File: src/design/htlp_pkg.sv
// Shared constants and types for the linear-probing hash table.
package htlp_pkg;

  localparam int TABLE_SIZE = 8;
  localparam int SLOT_W     = (TABLE_SIZE > 1) ? $clog2(TABLE_SIZE) : 1;
  localparam int KEY_W      = 31;
  localparam int OUT_SLOT_W = 3;

  localparam logic OP_INSERT = 1'b0;
  localparam logic OP_FIND   = 1'b1;

  typedef enum logic [1:0] {
    ST_INSERTED  = 2'd0,
    ST_FULL      = 2'd1,
    ST_FOUND     = 2'd2,
    ST_NOT_FOUND = 2'd3
  } status_t;

endpackage

File: src/design/htlp_req_if.sv
// Request channel: operation and key.
interface htlp_req_if;
  logic                     valid;
  logic                     ready;
  logic                     op;
  logic [htlp_pkg::KEY_W-1:0] key;

  modport source (output valid, op, key, input ready);
  modport sink   (input valid, op, key, output ready);
endinterface

File: src/design/htlp_rsp_if.sv
// Response channel: status and slot index.
interface htlp_rsp_if;
  logic                          valid;
  logic                          ready;
  logic [1:0]                    status;
  logic [htlp_pkg::OUT_SLOT_W-1:0] slot;

  modport source (output valid, status, slot, input ready);
  modport sink   (input valid, status, slot, output ready);
endinterface

File: src/design/hash_table_linear_probing.sv
// Open-addressing hash table with linear probing over a synchronous key memory.
//
// Each request inserts or looks up a key. The home slot is the key modulo
// TABLE_SIZE, and probing steps one slot per cycle with wrap. The read of the
// home slot is issued in the transfer cycle, and a result is loaded after at
// most TABLE_SIZE probes, each bounded by the single read port of the key memory.
// The next request is taken in the cycle after the result is loaded, so the
// block takes no new request while an earlier one is still being probed.
// Loading a result holds while an earlier result waits in the output register.
// Occupancy bits live in flip-flops and clear on reset, so the table is usable
// in the first cycle after reset. A new request is taken while an earlier
// result still waits in the output register.
module hash_table_linear_probing (
  input  logic            clk,
  input  logic            rst,
  htlp_req_if.sink        req,
  htlp_rsp_if.source      rsp
);

  typedef enum logic {
    S_IDLE,
    S_PROBE
  } state_t;

  state_t                           state;
  logic                             op;
  logic [htlp_pkg::KEY_W-1:0]       key;
  logic [htlp_pkg::SLOT_W-1:0]      pos;
  logic [htlp_pkg::SLOT_W-1:0]      cnt;
  logic [htlp_pkg::TABLE_SIZE-1:0]  slot_valid;
  logic [htlp_pkg::KEY_W-1:0]       slot_key [htlp_pkg::TABLE_SIZE];
  logic [htlp_pkg::KEY_W-1:0]       rd_key;
  logic [htlp_pkg::SLOT_W-1:0]      rd_addr;
  logic [htlp_pkg::SLOT_W-1:0]      pos_next;
  logic [htlp_pkg::SLOT_W-1:0]      home;
  logic                             out_free;
  logic                             hit_empty;
  logic                             hit_match;
  logic                             last_probe;
  logic                             done;
  logic                             finish;
  logic                             wr_en;
  htlp_pkg::status_t                res_status;
  htlp_pkg::status_t                status;
  logic [htlp_pkg::OUT_SLOT_W-1:0]  res_slot;
  logic [htlp_pkg::OUT_SLOT_W-1:0]  slot;
  logic                             rsp_valid;

  assign home     = htlp_pkg::SLOT_W'(req.key % htlp_pkg::KEY_W'(htlp_pkg::TABLE_SIZE));
  assign pos_next = (pos == htlp_pkg::SLOT_W'(htlp_pkg::TABLE_SIZE - 1)) ?
                    '0 : pos + htlp_pkg::SLOT_W'(1);
  assign out_free   = !rsp_valid || rsp.ready;
  assign hit_empty  = !slot_valid[pos];
  assign hit_match  = (op == htlp_pkg::OP_FIND) && !hit_empty && (rd_key == key);
  assign last_probe = (cnt == htlp_pkg::SLOT_W'(htlp_pkg::TABLE_SIZE - 1));
  assign done       = hit_empty || hit_match || last_probe;
  assign finish     = (state == S_PROBE) && done && out_free;
  assign wr_en      = finish && (op == htlp_pkg::OP_INSERT) && hit_empty;

  always_comb begin
    res_slot = '0;
    if (hit_empty) begin
      if (op == htlp_pkg::OP_INSERT) begin
        res_status = htlp_pkg::ST_INSERTED;
        res_slot   = htlp_pkg::OUT_SLOT_W'({{htlp_pkg::OUT_SLOT_W{1'b0}}, pos});
      end else begin
        res_status = htlp_pkg::ST_NOT_FOUND;
      end
    end else if (hit_match) begin
      res_status = htlp_pkg::ST_FOUND;
      res_slot   = htlp_pkg::OUT_SLOT_W'({{htlp_pkg::OUT_SLOT_W{1'b0}}, pos});
    end else if (op == htlp_pkg::OP_INSERT) begin
      res_status = htlp_pkg::ST_FULL;
    end else begin
      res_status = htlp_pkg::ST_NOT_FOUND;
    end
  end

  always_comb begin
    case (state)
      S_IDLE:  rd_addr = home;
      S_PROBE: rd_addr = done ? pos : pos_next;
      default: rd_addr = pos;
    endcase
  end

  always_ff @(posedge clk) begin
    rd_key <= slot_key[rd_addr];
    if (wr_en) begin
      slot_key[pos] <= key;
    end
  end

  always_ff @(posedge clk) begin
    if (rst) begin
      state      <= S_IDLE;
      slot_valid <= '0;
      rsp_valid  <= 1'b0;
    end else begin
      if (rsp.ready && !finish) begin
        rsp_valid <= 1'b0;
      end
      case (state)
        S_IDLE: begin
          if (req.valid) begin
            op    <= req.op;
            key   <= req.key;
            pos   <= home;
            cnt   <= '0;
            state <= S_PROBE;
          end
        end
        S_PROBE: begin
          if (finish) begin
            rsp_valid <= 1'b1;
            status    <= res_status;
            slot      <= res_slot;
            state     <= S_IDLE;
            if (wr_en) begin
              slot_valid[pos] <= 1'b1;
            end
          end else if (!done) begin
            pos <= pos_next;
            cnt <= cnt + htlp_pkg::SLOT_W'(1);
          end
        end
        default: state <= S_IDLE;
      endcase
    end
  end

  assign req.ready  = (state == S_IDLE);
  assign rsp.valid  = rsp_valid;
  assign rsp.status = status;
  assign rsp.slot   = slot;

`ifndef SYNTHESIS
  a_insert_marks_slot: assert property (@(posedge clk) disable iff (rst)
    wr_en |=> slot_valid[$past(pos)])
    else $error("Inserted slot was not marked occupied.");

  a_occupancy_monotonic: assert property (@(posedge clk) disable iff (rst)
    1'b1 |=> ($countones(slot_valid) >= $countones($past(slot_valid))))
    else $error("Occupied slot count decreased without reset.");

  a_found_matches: assert property (@(posedge clk) disable iff (rst)
    (finish && (res_status == htlp_pkg::ST_FOUND)) |-> (slot_valid[pos] && (rd_key == key)))
    else $error("Found result without a matching occupied slot.");
`endif

endmodule
File: src/flat_wrapper.sv
// flat-port wrapper written by rule: the top's interface ports become plain ports
module hash_table_linear_probing_flat 
  (clk, rst, req_valid, req_op, req_key, req_ready, rsp_valid, rsp_status, rsp_slot, rsp_ready);
  htlp_req_if req_i ();
  htlp_rsp_if rsp_i ();
  input  logic clk;
  input  logic rst;
  input wire logic [$bits(req_i.valid)-1:0] req_valid;
  input wire logic [$bits(req_i.op)-1:0] req_op;
  input wire logic [$bits(req_i.key)-1:0] req_key;
  output wire logic [$bits(req_i.ready)-1:0] req_ready;
  output wire logic [$bits(rsp_i.valid)-1:0] rsp_valid;
  output wire logic [$bits(rsp_i.status)-1:0] rsp_status;
  output wire logic [$bits(rsp_i.slot)-1:0] rsp_slot;
  input wire logic [$bits(rsp_i.ready)-1:0] rsp_ready;
  assign req_i.valid = req_valid;
  assign req_i.op = req_op;
  assign req_i.key = req_key;
  assign req_ready = req_i.ready;
  assign rsp_valid = rsp_i.valid;
  assign rsp_status = rsp_i.status;
  assign rsp_slot = rsp_i.slot;
  assign rsp_i.ready = rsp_ready;
  hash_table_linear_probing u_core (.clk(clk), .rst(rst), .req(req_i), .rsp(rsp_i));
endmodule
File: config.mk
export PLATFORM = sky130hd
export DESIGN_NAME = hash_table_linear_probing_flat
export DESIGN_NICKNAME = d
export VERILOG_FILES = /design/src/design/htlp_pkg.sv /design/src/design/htlp_req_if.sv /design/src/design/htlp_rsp_if.sv /design/src/design/hash_table_linear_probing.sv /design/src/flat_wrapper.sv
export SDC_FILE = /design/constraint.sdc
export NUM_CORES = 1
export LEC_CHECK = 0
export BUFFER_PORTS_ARGS = -buffer_cell sky130_fd_sc_hd__buf_4
export CAP_MARGIN = 20
export CORE_MARGIN = 1.5
export CORE_UTILIZATION = 55
export CTS_CLUSTER_SIZE = 28
export DETAILED_ROUTE_END_ITERATION = 6
export HOLD_SLACK_MARGIN = 0.08
export MAX_ROUTING_LAYER = met4
export PLACE_DENSITY = 0.79
export SKIP_CTS_REPAIR_TIMING = 1
export SLEW_MARGIN = 20
export SYNTH_ARGS = -nofsm -noshare
export SYNTH_HDL_FRONTEND = slang
export SYNTH_SLANG_ARGS = --single-unit
File: constraint.sdc
create_clock -name clk -period 5.55 [get_ports clk]
set_clock_uncertainty 0.15 [all_clocks]
set_input_delay 0.555 -clock clk [delete_from_list [all_inputs] [get_ports clk]]
set_output_delay 0.555 -clock clk [all_outputs]
set_load 0.02 [all_outputs]
==> results.tsv, run 1 <==
metric	value	unit
vias in the first global route	7524	
die height	156	um
R2R setup slack	1.13	ns
clock sinks	332	
crit-path max FO	63	
# nets final	892	
layout cells sized above 1	14.4	%
RR Endpoint	u_core.rd_key[27]	
Root Buffer	clkbuf_16	
Avg Cell Area, Syn	16.1	um^2
startpoint class of the critical path	register	
initial antenna violation count	0	
remaining antenna violation count	0	
hold path endpoint	u_core.slot_valid[6]	
area grow syn2layout	13.5	%
min cycle time layout	4.42	ns
TritonCTS clock tree	yes	
CP max stage delay	0.73	ns
DRC	0	
diodes inserted	0	
hpwl dp	13.5	mm
critical setup path kind	register to register	
Hold Slack	0.118	ns
Core Footprint	22800	um^2
Die X-Extent	156	um
WL/cell	23.2	um
CP cell instances	xnor2_1 -> nand4_1 -> nor4_1 -> nand2_1 -> nand4_1 -> and3_2 -> inv_4 -> a2111oi_0 -> nor4_1	
mapped cell area	12900	um^2
area leader, netlist	edfxtp_1	
leakage	4.89	nW
sequential area share after synthesis	73.9	%
gr ovfl total	0	
routed wire length	27.5	mm
Critical Path RT	5.82	ns
Worst-path clk slew	0.07	ns
worst-skew pair later-pin latency	0.57	ns
port bufs	42	
largest net degree at the start of global routing	125	
Synth Register Bits	332	
pwr dens	360	nW/um^2
hold depth	2	
Tot GR Track Use	23.5	%
routability cong.	0.791	
RSZ-0062 raised after global routing	false	
syn nets	844	
Max clock buf depth	3	
via count	7587	
fin crit share	79.6	%
Area contributors post-synth	edfxtp_1, a2111oi_0, dfxtp_1, and3_1, xnor2_1	
max_cap viols	0	
Num CTS Buffers	30	
hold_sp	rst	
most frequent cells in the layout	edfxtp_1, and3_1, a2111oi_0, buf_4, dfxtp_1	
H-tree levels	1	
R2R cell count	9	
fmax	0.226	GHz
Setup crit end kind	register	
Slew @ Worst Pin	1.12	ns
initial DRC count	746	
top-area cell type share of the netlist area	67.5	%
Synth Warn #	0	
Initial Util	56.6	%
num ports	43	
first-pass GRT wire length	42.2	mm
most common cell after layout, fill and taps aside	edfxtp_1	
Max VDD drop	236	uV
slowest CP cell	nor4_1	
vias per std cell	6.38	
pins over their slew limit	0	
Critical Path AT	4.69	ns
setup_tns	0	ns
Cells after Synth	804	
drt first pass iters	5	
reg2reg start	u_core.key[26]	
num rows	55	
worst relative slew slack	25.2	%
Hold Path Class	primary input to register	
status	complete, no violations	
final hold violation count	0	
die area	24500	um^2
Setup Viol. Count Final	0	
Unique masters post-synth	38	
[final cells by class]
type / instances / area (um^2)
clock buffers: 35 / 779
clock inverters: 21 / 183
fillers: 1589 / 8150
inverters: 3 / 15.0
multi-input cells: 396 / 2990
flip-flops and latches: 332 / 9560
well taps: 313 / 392
repair buffers: 89 / 773
[report_power, final]
| group | total [mW] | internal (mW) | leakage (nW) | switching, mW |
|---|---|---|---|---|
| combinational | 0.421 | 0.162 | 1.43 | 0.259 |
| sequential | 2.85 | 2.79 | 2.98 | 0.0593 |
| clock | 2.02 | 1.14 | 0.481 | 0.882 |
| total | 5.30 | 4.10 | 4.89 | 1.20 |
[how the worst max path moves through the flow]
stage	from	end	cells after the start
2_1_floorplan	u_core.pos[0]	u_core.slot_key[0][0]	7
3_3_place_gp	u_core.key[26]	u_core.rd_key[22]	8
3_5_place_dp	u_core.key[26]	u_core.rd_key[6]	9
4_1_cts	u_core.key[26]	u_core.rd_key[6]	9
5_1_grt	u_core.key[26]	u_core.rd_key[6]	9
6_report	u_core.key[26]	u_core.rd_key[27]	9
[metrics by stage]
step / std cells / area (um^2) / power, mW / setup slack, ns / utilization [%]
2_1_floorplan: 804 / 12900 / 3.18 / 0.987 / -
3_3_place_gp: 1100 / 13400 / 3.28 / 1.32 / 58.6
3_5_place_dp: 1101 / 13400 / 3.30 / 1.25 / 58.7
4_1_cts: 1157 / 14400 / 5.29 / 1.20 / 62.9
5_1_grt: 1189 / 14700 / 5.45 / 0.920 / 64.3
6_report: 1189 / 14700 / 5.30 / 1.13 / 64.3
[Yosys cell counts (all sizes together)]
library cell,count
clkbuf,25
nor3b,5
a21oi,2
clkinv,2
and2,3
o211ai,3
nand4,10
nand2,8
nor2b,6
mux2i,4
nand2b,2
o21ai,1
and3b,1
buf,48
nor4,33
o22ai,1
a32oi,1
inv,1
dfxtp,41
o21ba,4
nor2,17
a2111oi,124
or2,1
and3,126
nor3,8
ha,4
mux2,1
xnor2,31
edfxtp,291
[worst max-delay path: cells and delay by family, from the launching register on]
kind                      cells  cell delay [ns]
AOI/OAI and AO/OA             1             0.65
buffers and inverters         1             0.39
xor gates and xnor gates      1             0.36
DFF                           1             0.51
and+or+nand+nor               6             2.12
[cell families after synthesis]
| group | count (synthesis) | share of synthesized area, % |
|---|---|---|
| buffers and inverters | 76 | 3.44 |
| muxes | 5 | 0.396 |
| DFF | 332 | 73.9 |
| AOI/OAI and AO/OA | 136 | 9.56 |
| and+or+nand+nor | 220 | 10.3 |
| adders and majority gates | 4 | 0.387 |
| xor gates and xnor gates | 31 | 2.10 |
[registers in the layout, summed over array words and instances, names as in the netlist]
name / cells
u_core.slot_key: 248
u_core.rsp.valid: 1
u_core.rsp.status: 2
u_core.pos: 3
u_core.cnt: 3
u_core.rd_key: 31
u_core.op: 1
u_core.key: 31
u_core.rsp.slot: 3
u_core.slot_valid: 8
u_core.state: 1
[routing by layer]
layer,track usage [%],vias to the layer above,part of all wire [%]
li1,-,3415,-
met1,32.2,3786,42
met2,37.2,333,48
met3,2.94,53,7.0
met4,7.26,0,2.4
met5,-,-,0
(Power assumes the default switching activity.)
==> run 2, diff against run 1 <==
Settings changed: ABC_AREA from default to 1.
Clock period 5.55 ns to 4.1 ns, I/O delays scaled along.
==> results.tsv, run 2 <==
metric	value	unit	change
Core Footprint	25300	um^2	was 22800 um^2
area leader, netlist	edfxtp_1		unchanged
placed inst area	14900	um^2	was 13400 um^2
H-tree levels	2		was 1
top-area cell type share of the netlist area	61.1	%	was 67.5%
Max clock buf depth	3		unchanged
routed wire length	31.2	mm	was 27.5 mm
fmax	0.292	GHz	was 0.226 GHz
TritonCTS clock tree	yes		unchanged
WL/cell	16.7	um	was 23.2 um
port bufs	42		unchanged
Root Buffer	clkbuf_16		unchanged
layout cells sized above 1	8.05	%	was 14.4%
fin crit share	83.5	%	was 79.6%
Max VDD drop	400	uV	was 236 uV
Initial Util	56.5	%	was 56.6%
worst-skew pair later-pin latency	0.52	ns	was 0.57 ns
Synth Warn #	0		unchanged
die height	164	um	was 156 um
Die X-Extent	164	um	was 156 um
Avg Cell Area, Syn	9.92	um^2	was 16.1 um^2
Setup Viol. Count Final	0		unchanged
post-route setup slack	0.677	ns	was 1.13 ns
num rows	58		was 55
initial antenna violation count	0		unchanged
top post-synthesis cells by count	nand2_1, inv_1, edfxtp_1		was edfxtp_1, and3_1, a2111oi_0
gr ovfl total	0		unchanged
initial DRC count	987		was 746
crit-path max FO	31		was 63
most frequent cells in the layout	nand2_1, inv_1, edfxtp_1, nand3_1, buf_4		was edfxtp_1, and3_1, a2111oi_0, buf_4, dfxtp_1
drt first pass iters	5		unchanged
hpwl dp	17.0	mm	was 13.5 mm
die area	27000	um^2	was 24500 um^2
Critical Path AT	3.42	ns	was 4.69 ns
Slew @ Worst Pin	0.859	ns	was 1.12 ns
RSZ-0062 raised after global routing	false		unchanged
status	complete, no violations		unchanged
setup_tns	0	ns	unchanged
leakage	7.48	nW	was 4.89 nW
Critical Path RT	4.09	ns	was 5.82 ns
Num CTS Buffers	35		was 30
max_cap viols	0		unchanged
worst relative slew slack	42.7	%	was 25.2%
Largest register FFs	248		unchanged
via count	9777		was 7587
Unique masters post-synth	28		was 38
Finished Cell Area	16400	um^2	was 14700 um^2
clock sinks	332		unchanged
fillers	1834		was 1589
Synth Register Bits	332		unchanged
Largest regs	u_core.slot_key (248), u_core.key (31), u_core.rd_key (31)		unchanged
Hold Path Class	primary input to register		unchanged
critical setup path kind	register to register		unchanged
DP Worst Slack	0.737	ns	was 1.25 ns
top_reg_cell synth	edfxtp_1		unchanged
mapped cell area	14300	um^2	was 12900 um^2
Setup crit end kind	register		unchanged
hold depth	4		was 2
min cycle time layout	3.42	ns	was 4.42 ns
area grow syn2layout	14.4	%	was 13.5%
most common cell after layout, fill and taps aside	nand2_1		was edfxtp_1
vias in the first global route	9774		was 7524
diodes inserted	0		unchanged
routability cong.	0.825		was 0.791
remaining antenna violation count	0		unchanged
syn nets	1482		was 844
sequential area share after synthesis	66.8	%	was 73.9%
# nets final	1555		was 892
most frequent cell after synthesis	nand2_1		was edfxtp_1
num ports	43		unchanged
pwr dens	468	nW/um^2	was 360 nW/um^2
Area contributors post-synth	edfxtp_1, nand2_1, nand3_1, inv_1, dfxtp_1		was edfxtp_1, a2111oi_0, dfxtp_1, and3_1, xnor2_1
R2R cell count	16		was 9
Post-synth EDFFs	291		unchanged
Worst-path clk slew	0.06	ns	was 0.07 ns
final hold violation count	0		unchanged
startpoint class of the critical path	register		unchanged
vias per std cell	5.23		was 6.38
pins over their slew limit	0		unchanged
Tot GR Track Use	25.1	%	was 23.5%
Biggest register	u_core.slot_key		unchanged
Cells after Synth	1442		was 804
Post-synth ARST share	0	%	unchanged
DRC	0		unchanged
largest net degree at the start of global routing	125		unchanged
first-pass GRT wire length	50.2	mm	was 42.2 mm
run 2: cell types whose count changed in the layout (fill, tap and decap cells not counted), moves of 10 or more:
cell and change:
clkinv_2 -10, a2111oi_0 -108, inv_1 +333, and3_1 -124, nand2_1 +381, nor2_1 +17
nand3_1 +250, a2111oi_1 -16, nor4_1 -33, xnor2_1 -23
run 2: path summary, 6_finish.rpt:
check,slack [ns],end,start
hold reg to reg,0.30,u_core.slot_valid[6],u_core.slot_valid[6]
setup reg to reg,0.68,u_core.slot_key[6][11],u_core.key[5]
setup / recovery,0.68,u_core.slot_key[6][11],u_core.key[5]
hold / removal,0.07,u_core.rsp.valid,rsp_ready
run 2: layout make-up:
class                   instances  area, um^2  area share [%]
clock inverters                11         104           0.634
clock buffers                  52        1010            6.18
repair buffers                 98         856            5.23
flip-flops and latches        332        9560            58.4
well taps                     330         413            2.52
inverters                     335        1260            7.68
multi-input cells             713        3170            19.4
run 2: where the power goes:
part	total, mW	internal (mW)	switching, mW
combinational	0.747	0.255	0.492
clock	3.04	1.78	1.26
sequential	3.87	3.78	0.0889
run 2: metrics by stage:
| stage | hold WS, ns | power (mW) | std cells | utilization [%] |
|---|---|---|---|---|
| final | 0.0653 | 7.66 | 1871 | 64.6 |
| after detailed placement | 0.299 | 4.65 | 1775 | 58.9 |
| after global routing | 0.0815 | 7.94 | 1871 | 64.6 |
| after global placement | 0.293 | 4.63 | 1775 | 58.9 |
| after floorplan | 0.281 | 4.42 | 1442 | - |
| after CTS | -0.100 | 7.66 | 1838 | 63.3 |
run 2: worst max-delay path, stage by stage (launching register included):
cell	delay [ns]
edfxtp_1	0.54
nand2_1	0.13
nand2_1	0.06
inv_1	0.06
nand2_1	0.05
nor2_1	0.18
nand2_1	0.07
nor2_1	0.13
nand2_1	0.14
nand2_1	0.16
nand2_1	0.11
inv_1	0.10
nand2_1	0.10
nor3_2	0.36
nand2_1	0.12
inv_1	0.08
buf_4	0.48
run 2: kinds of logic (layout without fill, tap and decap cells):
| group | Yosys count | in the layout | synth area share [%] |
|---|---|---|---|
| AND/OR/NAND/NOR | 687 | 687 | 20.6 |
| adder cells (fa/ha/maj) | 4 | 4 | 0.350 |
| flip-flops | 332 | 332 | 66.8 |
| buffers and inverters | 397 | 496 | 11.2 |
| XOR/XNOR | 8 | 8 | 0.490 |
| AO/OA/AOI/OAI | 14 | 14 | 0.577 |
run 2: layer usage:
| metal | global-route usage, % | wire, um | vias to the layer above | share of wire, % |
|---|---|---|---|---|
| li1 | - | - | 4694 | - |
| met1 | 32.4 | 12900 | 4633 | 41 |
| met2 | 40.9 | 15300 | 388 | 49 |
| met3 | 3.96 | 2280 | 62 | 7.3 |
| met4 | 8.06 | 715 | 0 | 2.3 |
| met5 | - | 0 | - | 0 |
